$ cat config.mk
export PLATFORM = sky130hd
export DESIGN_NAME = multilevel_round_robin_scheduler
export DESIGN_NICKNAME = d
export VERILOG_FILES = /design/src/rtl/mrrs_pkg.sv /design/src/rtl/mrrs_ram.sv /design/src/rtl/mrrs_alu.sv /design/src/rtl/multilevel_round_robin_scheduler.sv
export VERILOG_INCLUDE_DIRS = /design/src /design/src/rtl
export SDC_FILE = /design/constraint.sdc
export NUM_CORES = 2
export LEC_CHECK = 0
export ABC_AREA = 1
export BUFFER_PORTS_ARGS = -buffer_cell sky130_fd_sc_hd__buf_2
export CORE_MARGIN = 3
export CORE_UTILIZATION = 30
export DETAILED_ROUTE_END_ITERATION = 8
export PLACE_DENSITY_LB_ADDON = 0.05
export SLEW_MARGIN = 20
export SYNTH_ARGS = -nofsm -noshare
export SYNTH_HDL_FRONTEND = slang
export SYNTH_SLANG_ARGS = --single-unit
$ cat constraint.sdc
create_clock -name clk -period 5.6 [get_ports clk]
set_clock_uncertainty 0.05 [all_clocks]
set_input_delay 1.68 -clock clk [delete_from_list [all_inputs] [get_ports clk]]
set_output_delay 1.68 -clock clk [all_outputs]
set_load 0.02 [all_outputs]
$ cat src/rtl/multilevel_round_robin_scheduler_macros.svh
// Assertion macros for the multilevel round-robin scheduler.
// Depends on nothing; expects clk and rst_n in the including module.
`ifndef MULTILEVEL_ROUND_ROBIN_SCHEDULER_MACROS_SVH
`define MULTILEVEL_ROUND_ROBIN_SCHEDULER_MACROS_SVH
`ifndef SYNTHESIS
// Same-cycle implication, checked out of reset.
`define MRRS_ASSERT_IMP(lbl, ante, cons, msg) \
  lbl: assert property (@(posedge clk) disable iff (!rst_n) (ante) |-> (cons)) \
    else $error(msg);
// Next-cycle implication, checked out of reset.
`define MRRS_ASSERT_NXT(lbl, ante, cons, msg) \
  lbl: assert property (@(posedge clk) disable iff (!rst_n) (ante) |=> (cons)) \
    else $error(msg);
`else
`define MRRS_ASSERT_IMP(lbl, ante, cons, msg)
`define MRRS_ASSERT_NXT(lbl, ante, cons, msg)
`endif
`endif

$ cat src/rtl/mrrs_pkg.sv
// Shared types, codes and constants for the multilevel round-robin scheduler.
// No dependencies.
package mrrs_pkg;

  localparam int QUEUE_DEPTH_DEF = 16;
  localparam int NUM_CLASSES     = 3;
  localparam int CLS_W           = 2;

  localparam int PID_W  = 16;
  localparam int PRIO_W = 5;
  localparam int DUR_W  = 15;
  localparam int TS_W   = 8;
  localparam int ENT_W  = PID_W + PRIO_W + DUR_W;

  localparam logic [TS_W-1:0] TS_RESET = 8'd5;
  localparam logic [PID_W-1:0] PID_RESET = 16'd1;

  // class bounds on the requested priority
  localparam logic [6:0] PRIO_CLS0_MAX = 7'd10;
  localparam logic [6:0] PRIO_CLS1_MAX = 7'd20;
  localparam logic [6:0] PRIO_MAX      = 7'd30;

  localparam logic [CLS_W-1:0] CLS_0    = 2'd0;
  localparam logic [CLS_W-1:0] CLS_1    = 2'd1;
  localparam logic [CLS_W-1:0] CLS_2    = 2'd2;
  localparam logic [CLS_W-1:0] CLS_LAST = CLS_W'(NUM_CLASSES - 1);

  localparam logic CMD_ADMIT    = 1'b0;
  localparam logic CMD_DISPATCH = 1'b1;

  localparam logic [2:0] STATUS_ADMITTED    = 3'd0;
  localparam logic [2:0] STATUS_INVALID     = 3'd1;
  localparam logic [2:0] STATUS_PRIO_RANGE  = 3'd2;
  localparam logic [2:0] STATUS_QUEUE_FULL  = 3'd3;
  localparam logic [2:0] STATUS_DISPATCHED  = 3'd4;
  localparam logic [2:0] STATUS_IDLE        = 3'd5;

  typedef struct packed {
    logic [PID_W-1:0]  pid;
    logic [PRIO_W-1:0] prio;
    logic [DUR_W-1:0]  dur;
  } entry_t;

  typedef struct packed {
    logic             gt;
    logic [DUR_W-1:0] diff;
  } alu_res_t;

  function automatic logic [CLS_W-1:0] cls_next(input logic [CLS_W-1:0] c);
    return (c == CLS_LAST) ? CLS_0 : c + CLS_W'(1);
  endfunction

endpackage

$ cat src/rtl/mrrs_ram.sv
// Generic single-write, single-read RAM with registered read data.
// No dependencies.
module mrrs_ram #(
  parameter int WIDTH = 36,
  parameter int DEPTH = 48
) (
  input  logic                     clk,
  input  logic                     we,
  input  logic [$clog2(DEPTH)-1:0] waddr,
  input  logic [WIDTH-1:0]         wdata,
  input  logic                     re,
  input  logic [$clog2(DEPTH)-1:0] raddr,
  output logic [WIDTH-1:0]         rdata
);

  logic [WIDTH-1:0] mem [DEPTH];

  always_ff @(posedge clk) begin
    if (we) begin
      mem[waddr] <= wdata;
    end
    if (re) begin
      rdata <= mem[raddr];
    end
  end

endmodule

$ cat src/rtl/mrrs_alu.sv
// Shared subtract-and-compare unit: remaining duration against the quantum.
// Depends on mrrs_pkg.
module mrrs_alu (
  input  logic [mrrs_pkg::DUR_W-1:0] a,
  input  logic [mrrs_pkg::TS_W-1:0]  b,
  output mrrs_pkg::alu_res_t         res
);
  import mrrs_pkg::*;

  logic [DUR_W-1:0] b_ext;

  assign b_ext    = DUR_W'(b);
  assign res.diff = a - b_ext;
  assign res.gt   = (a > b_ext);

endmodule

$ cat src/rtl/multilevel_round_robin_scheduler.sv
// Top level of the multilevel round-robin scheduler: sequencer, queue pointers.
// Depends on mrrs_pkg, mrrs_ram, mrrs_alu and the assertion macro header.
//
// Items enter on start while busy is low and every item yields exactly one
// result, shown for a single cycle with out_valid high; the receiver cannot
// stall, so capture it in that cycle. An admit item completes at once: its
// result appears in the cycle after acceptance and busy never rises. A dispatch
// item holds busy high, and its result appears in the cycle in which busy
// falls. Busy covers a scan of the queues in round-robin order (up to three,
// as one fill count is examined per cycle) and, for a non-empty queue, a step
// in which the head entry, read through the registered port of the entry RAM,
// passes the shared subtract-and-compare unit and is written back to the tail
// when requeued. time_slice may be written only while busy is low and no result
// is pending; a value of 0 behaves as 1. The entry RAM needs no clearing after
// reset, as an entry is only read from a non-empty queue.
`include "multilevel_round_robin_scheduler_macros.svh"

module multilevel_round_robin_scheduler #(
  parameter int QUEUE_DEPTH = mrrs_pkg::QUEUE_DEPTH_DEF
) (
  input  logic                          clk,
  input  logic                          rst_n,
  input  logic                          start,
  output logic                          busy,
  input  logic                          in_command,
  input  logic signed [7:0]             in_priority_req,
  input  logic signed [15:0]            in_duration,
  input  logic                          cfg_we,
  input  logic [mrrs_pkg::TS_W-1:0]     cfg_time_slice,
  output logic                          out_valid,
  output logic [2:0]                    out_status,
  output logic [mrrs_pkg::PID_W-1:0]    out_process_id,
  output logic [mrrs_pkg::PRIO_W-1:0]   out_priority,
  output logic [mrrs_pkg::DUR_W-1:0]    out_duration,
  output logic                          out_finished
);
  import mrrs_pkg::*;

  localparam int PTR_W     = $clog2(QUEUE_DEPTH);
  localparam int FILL_W    = $clog2(QUEUE_DEPTH + 1);
  localparam int RAM_DEPTH = NUM_CLASSES * QUEUE_DEPTH;
  localparam int ADDR_W    = $clog2(RAM_DEPTH);

  localparam logic [PTR_W-1:0]  PTR_LAST  = PTR_W'(QUEUE_DEPTH - 1);
  localparam logic [FILL_W-1:0] FILL_FULL = FILL_W'(QUEUE_DEPTH);

  localparam logic [1:0] ST_IDLE = 2'd0;
  localparam logic [1:0] ST_SCAN = 2'd1;
  localparam logic [1:0] ST_EXEC = 2'd2;

  function automatic logic [PTR_W-1:0] ring_next(input logic [PTR_W-1:0] p);
    return (p == PTR_LAST) ? '0 : p + PTR_W'(1);
  endfunction

  function automatic logic [ADDR_W-1:0] slot_addr(input logic [CLS_W-1:0] c,
                                                  input logic [PTR_W-1:0] p);
    return ADDR_W'(c) * ADDR_W'(QUEUE_DEPTH) + ADDR_W'(p);
  endfunction

  // control state
  logic [1:0]        state_r, state_nxt;
  logic [CLS_W-1:0]  cur_r, cur_nxt;
  logic [TS_W-1:0]   visit_r, visit_nxt;
  logic [PID_W-1:0]  next_id_r, next_id_nxt;
  logic [TS_W-1:0]   ts_r, ts_nxt;
  logic [CLS_W-1:0]  scan_cls_r, scan_cls_nxt;
  logic [CLS_W-1:0]  scan_cnt_r, scan_cnt_nxt;
  logic [PTR_W-1:0]  head_r [NUM_CLASSES];
  logic [PTR_W-1:0]  head_nxt [NUM_CLASSES];
  logic [PTR_W-1:0]  tail_r [NUM_CLASSES];
  logic [PTR_W-1:0]  tail_nxt [NUM_CLASSES];
  logic [FILL_W-1:0] fill_r [NUM_CLASSES];
  logic [FILL_W-1:0] fill_nxt [NUM_CLASSES];

  // result register
  logic              out_valid_r, out_valid_nxt;
  logic [2:0]        status_r, status_nxt;
  logic [PID_W-1:0]  pid_r, pid_nxt;
  logic [PRIO_W-1:0] prio_r, prio_nxt;
  logic [DUR_W-1:0]  dur_r, dur_nxt;
  logic              fin_r, fin_nxt;

  // datapath
  logic [TS_W-1:0]   quantum;
  logic              adm_invalid;
  logic              adm_high;
  logic [CLS_W-1:0]  adm_cls;
  logic [CLS_W-1:0]  cls_sel;
  logic [PTR_W-1:0]  head_sel;
  logic [PTR_W-1:0]  tail_sel;
  logic [FILL_W-1:0] fill_sel;
  logic [FILL_W-1:0] fill_after;
  logic [TS_W-1:0]   visit_base;
  logic [TS_W:0]     visit_inc;
  entry_t            ent;
  entry_t            wr_ent;
  alu_res_t          alu_res;

  logic              ram_we;
  logic              ram_re;
  logic [ADDR_W-1:0] ram_waddr;
  logic [ADDR_W-1:0] ram_raddr;
  logic [ENT_W-1:0]  ram_rdata;

  assign quantum = (ts_r == '0) ? TS_W'(1) : ts_r;

  // admit checks: negative priority, duration not positive, out of range
  assign adm_invalid = in_priority_req[7] | in_duration[15] | (in_duration == '0);
  assign adm_high    = (in_priority_req[6:0] > PRIO_MAX);
  assign adm_cls     = (in_priority_req[6:0] <= PRIO_CLS0_MAX) ? CLS_0 :
                       (in_priority_req[6:0] <= PRIO_CLS1_MAX) ? CLS_1 : CLS_2;

  // one class index selects the per-class pointers in every state
  assign cls_sel  = (state_r == ST_IDLE) ? adm_cls : scan_cls_r;
  assign head_sel = head_r[cls_sel];
  assign tail_sel = tail_r[cls_sel];
  assign fill_sel = fill_r[cls_sel];

  assign ent       = entry_t'(ram_rdata);
  assign ram_waddr = slot_addr(cls_sel, tail_sel);
  assign ram_raddr = slot_addr(cls_sel, head_sel);

  mrrs_ram #(
    .WIDTH (ENT_W),
    .DEPTH (RAM_DEPTH)
  ) u_entry_ram (
    .clk   (clk),
    .we    (ram_we),
    .waddr (ram_waddr),
    .wdata (wr_ent),
    .re    (ram_re),
    .raddr (ram_raddr),
    .rdata (ram_rdata)
  );

  mrrs_alu u_alu (
    .a   (ent.dur),
    .b   (quantum),
    .res (alu_res)
  );

  // a fresh visit starts whenever the served class differs from the current one
  assign visit_base = (scan_cls_r != cur_r) ? '0 : visit_r;
  assign visit_inc  = {1'b0, visit_base} + (TS_W+1)'(1);
  assign fill_after = alu_res.gt ? fill_sel : fill_sel - FILL_W'(1);

  always_comb begin
    state_nxt     = state_r;
    cur_nxt       = cur_r;
    visit_nxt     = visit_r;
    next_id_nxt   = next_id_r;
    ts_nxt        = cfg_we ? cfg_time_slice : ts_r;
    scan_cls_nxt  = scan_cls_r;
    scan_cnt_nxt  = scan_cnt_r;
    head_nxt      = head_r;
    tail_nxt      = tail_r;
    fill_nxt      = fill_r;
    out_valid_nxt = 1'b0;
    status_nxt    = STATUS_IDLE;
    pid_nxt       = '0;
    prio_nxt      = '0;
    dur_nxt       = '0;
    fin_nxt       = 1'b0;
    ram_we        = 1'b0;
    ram_re        = 1'b0;
    wr_ent        = '0;

    case (state_r)
      ST_IDLE: begin
        if (start) begin
          if (in_command == CMD_ADMIT) begin
            out_valid_nxt = 1'b1;
            if (adm_invalid) begin
              status_nxt = STATUS_INVALID;
            end else begin
              // the id is spent even if the item is then refused
              pid_nxt     = next_id_r;
              next_id_nxt = next_id_r + PID_W'(1);
              if (adm_high) begin
                status_nxt = STATUS_PRIO_RANGE;
              end else if (fill_sel >= FILL_FULL) begin
                status_nxt = STATUS_QUEUE_FULL;
              end else begin
                status_nxt        = STATUS_ADMITTED;
                ram_we            = 1'b1;
                wr_ent.pid        = next_id_r;
                wr_ent.prio       = in_priority_req[PRIO_W-1:0];
                wr_ent.dur        = in_duration[DUR_W-1:0];
                tail_nxt[cls_sel] = ring_next(tail_sel);
                fill_nxt[cls_sel] = fill_sel + FILL_W'(1);
              end
            end
          end else begin
            state_nxt    = ST_SCAN;
            scan_cls_nxt = cur_r;
            scan_cnt_nxt = '0;
          end
        end
      end

      ST_SCAN: begin
        if (fill_sel != '0) begin
          // issue the head read; data is ready in the next cycle
          ram_re    = 1'b1;
          state_nxt = ST_EXEC;
        end else if (scan_cnt_r == CLS_LAST) begin
          out_valid_nxt = 1'b1;
          status_nxt    = STATUS_IDLE;
          state_nxt     = ST_IDLE;
        end else begin
          scan_cls_nxt = cls_next(scan_cls_r);
          scan_cnt_nxt = scan_cnt_r + CLS_W'(1);
        end
      end

      ST_EXEC: begin
        out_valid_nxt     = 1'b1;
        status_nxt        = STATUS_DISPATCHED;
        pid_nxt           = ent.pid;
        prio_nxt          = ent.prio;
        dur_nxt           = ent.dur;
        fin_nxt           = ~alu_res.gt;
        head_nxt[cls_sel] = ring_next(head_sel);
        fill_nxt[cls_sel] = fill_after;
        if (alu_res.gt) begin
          // requeue with the remaining time; the slot just freed makes room
          ram_we            = 1'b1;
          wr_ent.pid        = ent.pid;
          wr_ent.prio       = ent.prio;
          wr_ent.dur        = alu_res.diff;
          tail_nxt[cls_sel] = ring_next(tail_sel);
        end
        if ((visit_inc >= {1'b0, quantum}) || (fill_after == '0)) begin
          cur_nxt   = cls_next(scan_cls_r);
          visit_nxt = '0;
        end else begin
          cur_nxt   = scan_cls_r;
          visit_nxt = visit_inc[TS_W-1:0];
        end
        state_nxt = ST_IDLE;
      end

      default: begin
        state_nxt = ST_IDLE;
      end
    endcase
  end

  always_ff @(posedge clk) begin
    if (!rst_n) begin
      state_r     <= ST_IDLE;
      cur_r       <= CLS_0;
      visit_r     <= '0;
      next_id_r   <= PID_RESET;
      ts_r        <= TS_RESET;
      scan_cls_r  <= CLS_0;
      scan_cnt_r  <= '0;
      out_valid_r <= 1'b0;
      for (int i = 0; i < NUM_CLASSES; i++) begin
        head_r[i] <= '0;
        tail_r[i] <= '0;
        fill_r[i] <= '0;
      end
    end else begin
      state_r     <= state_nxt;
      cur_r       <= cur_nxt;
      visit_r     <= visit_nxt;
      next_id_r   <= next_id_nxt;
      ts_r        <= ts_nxt;
      scan_cls_r  <= scan_cls_nxt;
      scan_cnt_r  <= scan_cnt_nxt;
      out_valid_r <= out_valid_nxt;
      head_r      <= head_nxt;
      tail_r      <= tail_nxt;
      fill_r      <= fill_nxt;
    end
  end

  // result payload; qualified by out_valid
  always_ff @(posedge clk) begin
    status_r <= status_nxt;
    pid_r    <= pid_nxt;
    prio_r   <= prio_nxt;
    dur_r    <= dur_nxt;
    fin_r    <= fin_nxt;
  end

  assign busy           = (state_r != ST_IDLE);
  assign out_valid      = out_valid_r;
  assign out_status     = status_r;
  assign out_process_id = pid_r;
  assign out_priority   = prio_r;
  assign out_duration   = dur_r;
  assign out_finished   = fin_r;

  `MRRS_ASSERT_NXT(a_accept_progress, start && !busy, out_valid || busy, "accepted item made no progress")
  `MRRS_ASSERT_NXT(a_exec_result, state_r == ST_EXEC, out_valid && (out_status == STATUS_DISPATCHED), "dispatch gave no result")
  `MRRS_ASSERT_IMP(a_result_not_busy, out_valid, !busy, "result shown while busy")
  `MRRS_ASSERT_IMP(a_fill_bound, 1'b1, (fill_r[0] <= FILL_FULL) && (fill_r[1] <= FILL_FULL) && (fill_r[2] <= FILL_FULL), "queue fill beyond depth")
  `MRRS_ASSERT_IMP(a_dispatch_dur, out_valid && (out_status == STATUS_DISPATCHED), out_duration != '0, "dispatched entry with no time left")

endmodule

Yosys cells after proc, flatten, opt, wreduce, memory -nomap -nowiden
Memories as Yosys holds them, arrays and structs flattened. A register that Yosys moved wholly into a read port is not among the register bits.
Cells that the tools add are included.
Widths: inputs -> output; s select.
{ "word_totals": {"elab_cells": 169, "n_memories": 1, "out_inout_bits": 42, "ram_bits": 1728, "register_bits": 120, "inputBits": 37} }
{ "op_classes": {"bitwise_logic": 6, "reduce_logical": 15, "mux": 89, "addsub": 11, "eq_ne": 17, "magnitude_cmp": 8} }
{ "mem_list": {"columns": ["memory", "words", "width", "rd", "rd_ports_with_merged_regs", "write_ports", "line_no", "source"], "rows": [
  ["u_entry_ram.mem", 48, 36, 1, 1, 1, "mrrs_ram.sv:16", "logic [WIDTH-1:0] mem [DEPTH];"]
]} }
{ "op_table": {"columns": ["operator", "n"], "rows": [
  ["$mux 36", 6],
  ["$mux 15", 5],
  ["$mux 12", 6],
  ["$pmux 36 s2", 1],
  ["$mux 16", 3],
  ["$mux 2", 20],
  ["$pmux 16 s2", 1],
  ["$bwmux 15", 2],
  ["$pmux 15 s2", 1],
  ["$mux 4", 7],
  ["$bwmux 12", 2],
  ["$mux 8", 3],
  ["$pmux 12 s2", 1],
  ["$mux 5", 4],
  ["$ne 2x2->1 const B", 9],
  ["$add 16x1->16 const B", 1],
  ["$bmux 4 s2", 2],
  ["$logic_not 16->1", 1],
  ["$gt 15x8->1", 1],
  ["$sub 15x8->15", 1],
  ["$mux 1", 14],
  ["$add 6x4->6", 2],
  ["$pmux 2 s2", 3],
  ["$bmux 5 s2", 1],
  ["38 further kinds", 49]
]} }

Longest topological paths before layout
{ "depth": {"word_depth": 17, "mapped_depth": 23, "mapped_depth_nobuf": 22} }

Hierarchy
Synthesis repeated with hierarchy kept, for this count alone.
{ "hier_totals": {"cells_unflattened": 6691, "area_unflattened_um2": 77486.8} }
{ "modules_own_cells": {"columns": ["mod", "n_inst", "seq_area_each_um2", "area_per_inst_um2", "cells_per_inst"], "rows": [
  ["mrrs_ram", 1, 52970.8, 70385.0, 5669],
  ["multilevel_round_robin_scheduler", 1, 2402.3, 6301.0, 862],
  ["mrrs_alu", 1, 0.0, 800.8, 160]
]} }

Least setup slack after synthesis
Ideal clock, no wire load.
{ "synth_path": {"path_kind": "input -> register", "startpoint": "input port in_priority_req[4]", "endpoint": "memory u_entry_ram.mem[0][15] (data pin)", "t_required_ps": 4972, "setup_slack_ps": -146, "cell_stages": 15, "n_path_buf": 1, "t_arrival_ps": 5118, "setup_ps": 578, "cell_sequence": "nand2_1 nor2_1 nand2_1 nand2_1 nand2_1 nand2_4 buf_4 nand3_1 nand2_1 inv_2 nor2_4 inv_1 nor2_4 clkinv_1 o21ai_0"} }
{ "synth_via": {"elab_chain_len": 15, "elab_cells_between_ends": 17, "classes_between": "4 x order compare; 12 x mux; 1 x bitwise"} }
{ "synth_rtl": {"columns": ["item", "line_no", "source"], "rows": [
  ["start: declaration", "multilevel_round_robin_scheduler.sv:26", "input logic signed [7:0] in_priority_req,"],
  ["$le 7x5->1", "multilevel_round_robin_scheduler.sv:111", "(in_priority_req[6:0] <= PRIO_CLS1_MAX) ? CLS_1 : CLS_2;"],
  ["$mux 2", "multilevel_round_robin_scheduler.sv:111", null],
  ["$mux 2", "multilevel_round_robin_scheduler.sv:110", "assign adm_cls = (in_priority_req[6:0] <= PRIO_CLS0_MAX) ? CLS_0 :"],
  ["$mux 2", "multilevel_round_robin_scheduler.sv:114", "assign cls_sel = (state_r == ST_IDLE) ? adm_cls : scan_cls_r;"],
  ["$not 2->3 (implied by the code)", "multilevel_round_robin_scheduler.sv:117", "assign fill_sel = fill_r[cls_sel];"],
  ["$bmux 5 s2", "multilevel_round_robin_scheduler.sv:117", null],
  ["$mux 5 (implied by the code) (2 in a row)", "multilevel_round_robin_scheduler.sv:117", null],
  ["$ge 5x5->1", "multilevel_round_robin_scheduler.sv:181", "end else if (fill_sel >= FILL_FULL) begin"],
  ["$mux 36", "multilevel_round_robin_scheduler.sv:181", null],
  ["$mux 36 *", "multilevel_round_robin_scheduler.sv:179", "if (adm_high) begin"],
  ["$mux 36 *", "multilevel_round_robin_scheduler.sv:173", "if (adm_invalid) begin"],
  ["$mux 36 *", "multilevel_round_robin_scheduler.sv:171", "if (in_command == CMD_ADMIT) begin"],
  ["$mux 36 *", "multilevel_round_robin_scheduler.sv:170", "if (start) begin"],
  ["$pmux 36 s2 *", "multilevel_round_robin_scheduler.sv:168", "case (state_r)"],
  ["via u_entry_ram.wdata[15]", "mrrs_ram.sv:10", "input logic [WIDTH-1:0] wdata,"],
  ["end: declaration", "mrrs_ram.sv:16", null]
]} }
The timed path passes the listed nets; every way through them passes the cells marked *. The select of a mux whose other input is x is not followed.

Worst setup path after layout
{ "layout_path": {"startpoint": "register ts_r[1]", "endpoint": "memory u_entry_ram.mem[29][10] (data pin)"} }
{ "layout_via": {"elab_chain_len": 5, "elab_cells_between_ends": 6, "classes_between": "1 x add/sub; 1 x order compare; 3 x mux; 1 x reduce/logical"} }
{ "layout_rtl": {"columns": ["item", "line_no", "source"], "rows": [
  ["start: declaration", "multilevel_round_robin_scheduler.sv:65", "logic [TS_W-1:0] ts_r, ts_nxt;"],
  ["start signal: assignment", "multilevel_round_robin_scheduler.sv:269", "ts_r <= ts_nxt;"],
  ["$logic_not 8->1", "multilevel_round_robin_scheduler.sv:105", "assign quantum = (ts_r == '0) ? TS_W'(1) : ts_r;"],
  ["$mux 8 *", "multilevel_round_robin_scheduler.sv:105", null],
  ["$sub 15x8->15 / $gt 15x8->1 (equally long branches)", "mrrs_alu.sv:13, mrrs_alu.sv:14", null],
  ["$mux 36 *", "multilevel_round_robin_scheduler.sv:225", "if (alu_res.gt) begin"],
  ["$pmux 36 s2 *", "multilevel_round_robin_scheduler.sv:168", null],
  ["via u_entry_ram.wdata[10]", "mrrs_ram.sv:10", null]
]} }
The timed path passes the listed nets; every way through them passes the cells marked *.

==> results.yml <==
outcome:
  outcome: "completed"
clock_tree:
  cts_tree: "done"
  cts_buffers: 217
  post_cts_buffers: 0
  clk_latency_ps: 850
  root_buffer: "clkbuf_16"
  htreeDepth: 4
  hold_buffers: 0
  path_clk_slew_ps: 60
  clkSinkCount: 1884
  cts_buffer_depth: 3
  cts_resized: 0
synth:
  ys_seq_elements: 1884
  yosys.area.top_type: "edfxtp_1"
  synthMostInstantiatedCell: "edfxtp_1"
  ys_warn_count: 0
  yosysSeqAreaShare: 0.707
  avgSynthCellArea_um2: 11.7
  synth-async-reset-ratio: 0
  synth.distinct_cells: 52
  synth.top_cell.area_share: 0.676
  synth_common_cells: "edfxtp_1, nand2_1, inv_1, nand3_1, o211ai_1"
  synth.area.top_cells: "edfxtp_1, nand2_1, o211ai_1, nand3_1, dfxtp_1"
  synth_edf_count: 1764
  syn_area_mm2: 0.0783
  synth_nets: 6747
  syn_inst: 6685
  synth_ff_type: "edfxtp_1"
layout:
  fin_util: 0.356
  drive_above_1_share: 0.112
  nFillCells: 25300
  area_delta_synth_final_pct: 17.5
  final_nets: 6940
  design_area_mm2: 0.0920
  final_cell_count_no_fill: 10400
floorplanning:
  die_area_mm2: 0.267
  ioPinCount: 79
  fp.coreArea_mm2: 0.258
  row_count: 186
  die_h_um: 517
  die_w_um: 517
  start_util: 0.303
sta:
  rsz0062_at_grt: "no"
  hold_viol_final: 0
  setup_tns_ps: 0
  min_period_ps: 4640
  setup_ws_ps: 957
  drv_slew: 0
  worst_slew_pin_slew_ps: 1040
  fin_crit_sh: 0.829
  fmax_ghz: 0.215
  relSlewSlack: 0.307
  finalSetupViolCount: 0
  whs_ps: 408
placement:
  hpwlAfterDp_um: 163000
  place_area_mm2: 0.0853
  gp_congestion: 0.788
  io_buffers: 78
  placed_cells: 10000
  dp_slack_ps: 296
worst_setup_path:
  path_cells: "nor4_1, a41o_1, ha_1, o21ai_0, nand2_1, nand2_1, nand2_1, nand2_1, nand2_1, nor2_1, inv_2, o21ai_4, buf_4"
  max_stage_delay_ps: 950
  reg2reg_slack_ps: 960
  start_kind: "register"
  crit_slowest_cell: "o21ai_4"
  crit_type: "register to register"
  crit_top_cell: "nand2_1"
  cp.arrival_ps: 5210
  setup.worst_path.end_class: "register"
  worstPathRequired_ps: 6170
  cp_max_fo: 26
drt:
  routed.top_layer: "met5"
  routedLengthMet1_um: 130000
  drc_errors: 0
  wl_per_cell_um: 26.6
  detail-route-antenna-nets: 0
  routed_wl_um: 277000
  drt_iter0_markers: 4561
  via_per_inst: 4.95
  dr_wl_met3_um: 15000
  via_count: 51700
  drt_first_pass_iters: 7
  dr_wl_met2_um: 127000
pwr:
  ir_drop_uv: 320
  combPwrFrac: 0.053
  seqPwrFrac: 0.501
  netSwitchingFraction: 0.231
  internal_power_mw: 23.5
  finalPower_mw: 30.6
  power.leakage_nw: 33.3
  clkPwrFrac: 0.446
  power.density_mw_per_mm2: 333
  switchingPower_mw: 7.08
job:
  drv_cap: 0
global_routing:
  grt_overflow: 0
  grt_pass1_wl_um: 390000
  grt_pass1_vias: 50200
  grt_max_degree: 118
  antenna_found_initial: 13
  grt_use_total: 0.205
hold_path:
  hp-class: "register to register"
[final cells by class]
cell class	count	area, µm²	share of cell area
antenna	5	12.5	0.000136
tap	3384	4230	0.0460
timing repair buffer	370	3950	0.0430
multi-input combinational	3809	19500	0.211
inverter	596	2260	0.0246
sequential	1884	55400	0.602
clock buffer	274	5720	0.0621
clock inverter	118	1020	0.0111
[cell families (layout without fill, tap and decap cells)]
| family | count (synthesis) | in the layout | synth area share |
|---|---|---|---|
| AND/OR/NAND/NOR | 2608 | 2608 | 0.140 |
| flip-flops | 1884 | 1884 | 0.707 |
| adder cells (fa/ha/maj) | 25 | 25 | 0.00409 |
| other | 0 | 5 | 0 |
| AO/OA/AOI/OAI | 1155 | 1155 | 0.0917 |
| buffers and inverters | 992 | 1358 | 0.0551 |
| XOR/XNOR | 21 | 21 | 0.00235 |
[sequential cells by signal, summed over array words and instances, names as in the netlist, 3 cells and up]
name,flops
next_id_r,16
u_entry_ram.rdata,36
tail_r,12
out_priority,5
out_duration,15
fill_r,15
u_entry_ram.mem,1728
visit_r,8
out_process_id,16
head_r,12
out_status,3
ts_r,8
[worst max-delay path, delay by kind of cell (launching register included)]
family | cells | cell delay, ps
AO/OA/AOI/OAI | 3 | 1650
AND/OR/NAND/NOR | 7 | 1090
buffers and inverters | 2 | 890
flip-flops | 1 | 450
adder cells (fa/ha/maj) | 1 | 230
[placed cells by master (no fill, tap or decap), types with 14 or more instances in the layout]
| cell | count |
|---|---|
| nand2_1 | 1457 |
| clkbuf_16 | 218 |
| ha_1 | 24 |
| buf_12 | 108 |
| o211ai_1 | 506 |
| nor2_1 | 371 |
| dfxtp_1 | 120 |
| buf_2 | 78 |
| o21ai_4 | 19 |
| nand3_1 | 554 |
| nor2_4 | 53 |
| o21ai_1 | 44 |
| clkinv_2 | 33 |
| bufinv_16 | 14 |
| clkbuf_1 | 51 |
| a21oi_1 | 134 |
| nand4_1 | 26 |
| or2_2 | 26 |
| inv_1 | 581 |
| clkinv_1 | 61 |
| nor3_1 | 16 |
| o22ai_1 | 16 |
| o21ai_0 | 389 |
| edfxtp_1 | 1764 |
| or2_1 | 85 |
| buf_4 | 183 |
[power groups by stage]
stage | registers [mW] | clock network, mW | logic, mW
floorplan | 15.6 | 0 | 0.944
global placement | 15.6 | 0 | 1.64
detailed placement | 15.6 | 0 | 1.64
CTS | 15.3 | 14.1 | 1.65
global route | 15.3 | 14.7 | 1.79
finish | 15.3 | 13.7 | 1.63
[routing by layer]
metal | up-vias | GRT usage
met3 | 319 | 0.0363
met2 | 1311 | 0.325
li1 | 24000 | -
met1 | 26000 | 0.292
met4 | 2 | 0.0468
met5 | - | 0
[worst paths after layout]
kind                     startpoint                                end  depth (start not counted)
max            ts_r[1]$_SDFFE_PN0P_  u_entry_ram.mem[29][10]$_DFFE_PP_                         13
min          tail_r[2]$_SDFFE_PN0P_             tail_r[2]$_SDFFE_PN0P_                          2
max reg2reg    ts_r[1]$_SDFFE_PN0P_  u_entry_ram.mem[29][10]$_DFFE_PP_                         13
min reg2reg  tail_r[2]$_SDFFE_PN0P_             tail_r[2]$_SDFFE_PN0P_                          2
Note: power is estimated with default switching activity, not from simulation.
